<file path="config.mk">
export PLATFORM = sky130hd
export DESIGN_NAME = ptrq_step_unit
export DESIGN_NICKNAME = d
export VERILOG_FILES = /design/src/rtl/core/ptrq_pkg.sv /design/src/rtl/core/ptrq_step_unit.sv
export SDC_FILE = /design/constraint.sdc
export NUM_CORES = 1
export LEC_CHECK = 0
export ABC_AREA = 1
export BUFFER_PORTS_ARGS = -buffer_cell sky130_fd_sc_hd__buf_2
export CAP_MARGIN = 25
export CORE_ASPECT_RATIO = 0.6
export CORE_MARGIN = 2
export CORE_UTILIZATION = 48
export DETAILED_ROUTE_END_ITERATION = 16
export PLACE_DENSITY = 0.8
export SYNTH_ARGS = -nofsm -noshare
export SYNTH_HDL_FRONTEND = slang
export SYNTH_SLANG_ARGS = --single-unit
</file>
<file path="constraint.sdc">
create_clock -name vclk -period 4.95
set_input_delay 0.99 -clock vclk [all_inputs]
set_output_delay 0.99 -clock vclk [all_outputs]
set_load 0.02 [all_outputs]
</file>
<file path="src/rtl/core/ptrq_pkg.sv">
// shared item types and operation codes for the persistent trie range query block
package ptrq_pkg;

    typedef struct packed {
        logic [2:0]  mode;
        logic [10:0] left_pos;
        logic [10:0] right_pos;
        logic [20:0] value_arg;
    } req_t;

    typedef struct packed {
        logic        status;
        logic [20:0] answer;
    } rsp_t;

    localparam logic [2:0] MODE_PUSH  = 3'd0;
    localparam logic [2:0] MODE_XOR   = 3'd1;
    localparam logic [2:0] MODE_POP   = 3'd2;
    localparam logic [2:0] MODE_COUNT = 3'd3;
    localparam logic [2:0] MODE_KTH   = 3'd4;

    localparam logic ST_OK  = 1'b0;
    localparam logic ST_ERR = 1'b1;

endpackage

</file>
<file path="src/rtl/core/ptrq_step_unit.sv">
// shared count-difference, compare and subtract unit for one trie level
module ptrq_step_unit #(
    parameter int CW = 11
) (
    input  logic [2:0]    op,
    input  logic          bit_in,
    input  logic [CW-1:0] cnt_a,
    input  logic [CW-1:0] cnt_b,
    input  logic [CW-1:0] k_in,
    input  logic [CW-1:0] sum_in,
    output logic          take,
    output logic [CW-1:0] k_out,
    output logic [CW-1:0] sum_out,
    output logic [CW-1:0] sum_leaf
);
    import ptrq_pkg::*;

    logic [CW-1:0] diff;

    assign diff     = cnt_b - cnt_a;
    assign sum_leaf = sum_in + diff;

    always_comb
    begin
        take    = 1'b0;
        k_out   = k_in;
        sum_out = sum_in;
        case (op)
            MODE_XOR:
            begin
                take = (diff != '0);
            end
            MODE_COUNT:
            begin
                // a one bit counts the whole zero subtree below
                take = !bit_in;
                if (bit_in)
                begin
                    sum_out = sum_leaf;
                end
            end
            MODE_KTH:
            begin
                take = (diff >= k_in);
                if (!take)
                begin
                    k_out = k_in - diff;
                end
            end
            default:
            begin
                take = 1'b0;
            end
        endcase
    end

endmodule

</file>
==> results.json <==
{
  "cp_max_fo": 4,
  "synthAdderAreaFrac_pct": 20.9,
  "hold_path.class": "in2out",
  "drt_first_pass_iters": 5,
  "start_util_pct": 51.8,
  "critPathRequiredTime_ns": 3.96,
  "finalNetCount": 522,
  "p_per_area_mw_per_mm2": 244,
  "cpMostUsedCell": "nand2_1",
  "final_cell_mix": "103 x nand2_1, 79 x buf_2, 57 x inv_1",
  "grt_first_pass_wirelength_um": 9260,
  "yosysWarnings": 0,
  "gp_congestion": 0.886,
  "post-route-min-period_ns": 4.81,
  "drive_gt1_share_pct": 39.5,
  "max_slew_margin_pct": 72.6,
  "ir_drop_mv": 0.0952,
  "p_leak_nw": 1.67,
  "drv_cap": 0,
  "yosysSeqAreaShare_pct": 0,
  "worstMarginPinSlew_ns": 0.409,
  "syn_area_per_cell_sq_um": 5.72,
  "cp_slowest_stage_delay_ns": 0.42,
  "overflow": 0,
  "die_y_um": 53.5,
  "syn_to_final_growth_pct": 43.3,
  "vias_per_cell": 5.13,
  "post-route-worst-setup-slack_ns": 0.143,
  "cp_slowest_cell": "fa_2",
  "fmax_mhz": 208,
  "synth_area_sq_mm": 0.00196,
  "synthesis.nets": 422,
  "wl_per_cell_um": 12.8,
  "yosys.area_share.xor_xnor_pct": 8.49,
  "nClkBuffers": 0,
  "die_w_um": 86.5,
  "setup_viol": 0,
  "hold_violations": 0,
  "period_share_pct": 97.1,
  "regArea_sq_um": 0,
  "worst_ep_arrival_time_ns": 3.82,
  "grt_usage_pct": 24.6,
  "status": "complete, no violations",
  "num_antenna_cells": 0,
  "preCtsSetupSlack_ns": -0.0951,
  "min_from": "k_in[0]",
  "antenna_found_initial": 0,
  "grt_start_max_net_pins": 12,
  "path_cells": "buf_6 -> inv_4 -> ha_4 -> inv_4 -> fa_2 -> nand3_2 -> nand3_4 -> nand2_1 -> nand2_1 -> xor2_2 -> buf_4 -> ha_4 -> nand2_1 -> o21ai_1 -> a21oi_1 -> o21ai_1 -> xor2_1 -> mux2i_1 -> inv_1 -> buf_2",
  "synth_compound_area_share_pct": 12.2,
  "fillers": 327,
  "synthMuxAreaShare_pct": 1.53,
  "via_count": 2504,
  "critPathCaptureType": "output pin",
  "design.seq.count": 0,
  "hold_end": "k_out[0]",
  "synth_top_family_by_area": "simple AND/OR/NAND/NOR gates",
  "fin_util_pct": 74.2,
  "drc_errors": 0,
  "grt_pass1_vias": 2086,
  "portBuffers": 82,
  "drt_iter0_markers": 157,
  "yosysUniqueCellTypes": 29,
  "syn_inst": 343,
  "io_pins": 82,
  "synth-simple-area-share_pct": 43.5,
  "postRouteAntennaNets": 0,
  "layout_commonest_cell": "nand2_1",
  "rows": 17,
  "maxSlewViolCount": 0,
  "hold_depth": 4,
  "wirelength_um": 6230,
  "core_sq_mm": 0.00379,
  "multi_input_area_sq_mm": 0.00193,
  "startpoint_type": "primary input",
  "die-area_sq_mm": 0.00463,
  "grt_setup_unrepaired": "true",
  "place_hpwl_um": 5000,
  "crit_type": "in2out"
}
[worst max path at each step]
stage,start,end,slack [ns],depth (start not counted)
after detailed placement,cnt_b[0],sum_out[9],-0.1,17
final,cnt_b[0],sum_out[9],0.14,20
after global placement,cnt_b[0],sum_out[9],-0.07,17
after CTS,cnt_a[2],k_out[1],0.008,23
after global routing,cnt_b[0],sum_out[9],-0.07,20
after floorplan,cnt_b[0],sum_out[9],0.21,16
[logic make-up (layout without fill, tap and decap cells)]
kind of cell,after synthesis,in the layout
buffers and inverters,66,164
adders and majority gates,31,31
xor gates and xnor gates,19,19
and+or+nand+nor,185,185
AOI/OAI and AO/OA,39,39
muxes,3,3
[critical path: cells and delay by family]
| family | cells | cell delay, ns |
|---|---|---|
| compound gates | 3 | 0.48 |
| fa+ha+maj | 3 | 0.84 |
| mux | 1 | 0.11 |
| xor+xnor | 2 | 0.41 |
| buf+inv | 6 | 0.53 |
| simple gates | 5 | 0.43 |
[final cells by class]
cell class                      instances  area share, %
Timing Repair Buffer                  101           20.5
Inverter                               63           8.60
Tap cell                               47           2.09
Multi-Input combinational cell        277           68.8
[report_power, final]
part	internal [mW]	switching [mW]	leakage, nW
clock	0	0	0
sequential	0	0	0
combinational	0.277	0.408	1.67
[synth_stat cells]
cell type	count	share of area, %
a21boi_0	2	0.77
a21o_1	1	0.38
a21oi_1	17	4.3
a31oi_1	1	0.32
buf_6	2	1.1
clkbuf_1	1	0.19
clkinv_1	1	0.19
fa_1	3	3.1
ha_1	28	18
inv_1	61	12
inv_2	1	0.19
mux2i_1	3	1.5
nand2_1	111	21
nand2_2	9	2.9
nand3_1	20	5.1
nand3_2	9	4.6
nand4_1	8	2.6
nor2_1	16	3.1
nor2_2	3	0.96
nor3_1	2	0.51
nor4_1	2	0.64
nor4_2	1	0.64
o21ai_0	6	1.5
o21ai_1	2	0.51
o21ai_2	8	3.6
o21bai_1	2	0.77
or2_2	4	1.3
xnor2_1	6	2.7
xor2_1	13	5.8
[metrics by stage]
stage	cells	instance area (sq um)	TNS, ns	hold WS (ns)	total power, mW
floorplan	343	1960	0	2.13	0.408
global placement	481	2490	-0.0654	2.32	0.564
detailed placement	481	2490	-0.0951	2.32	0.575
CTS	481	2500	0	2.32	0.580
global route	488	2810	-0.384	2.34	0.744
finish	488	2810	0	2.32	0.685
[routing by layer]
metal,vias to the layer above,wire length (um),track usage [%]
li1,1290,-,-
met1,1105,3040,35.9
met2,105,2770,43.5
met3,4,393,0.468
met4,0,27,0
met5,-,0,0
[what timing repair did]
action,in CTS,in global routing
pin swaps,0,22
gates cloned,0,1
hold buffers,0,0
gates resized for setup,4,56
endpoints found under the setup margin,2,17
setup buffers,0,6
(Power assumes the default switching activity.)
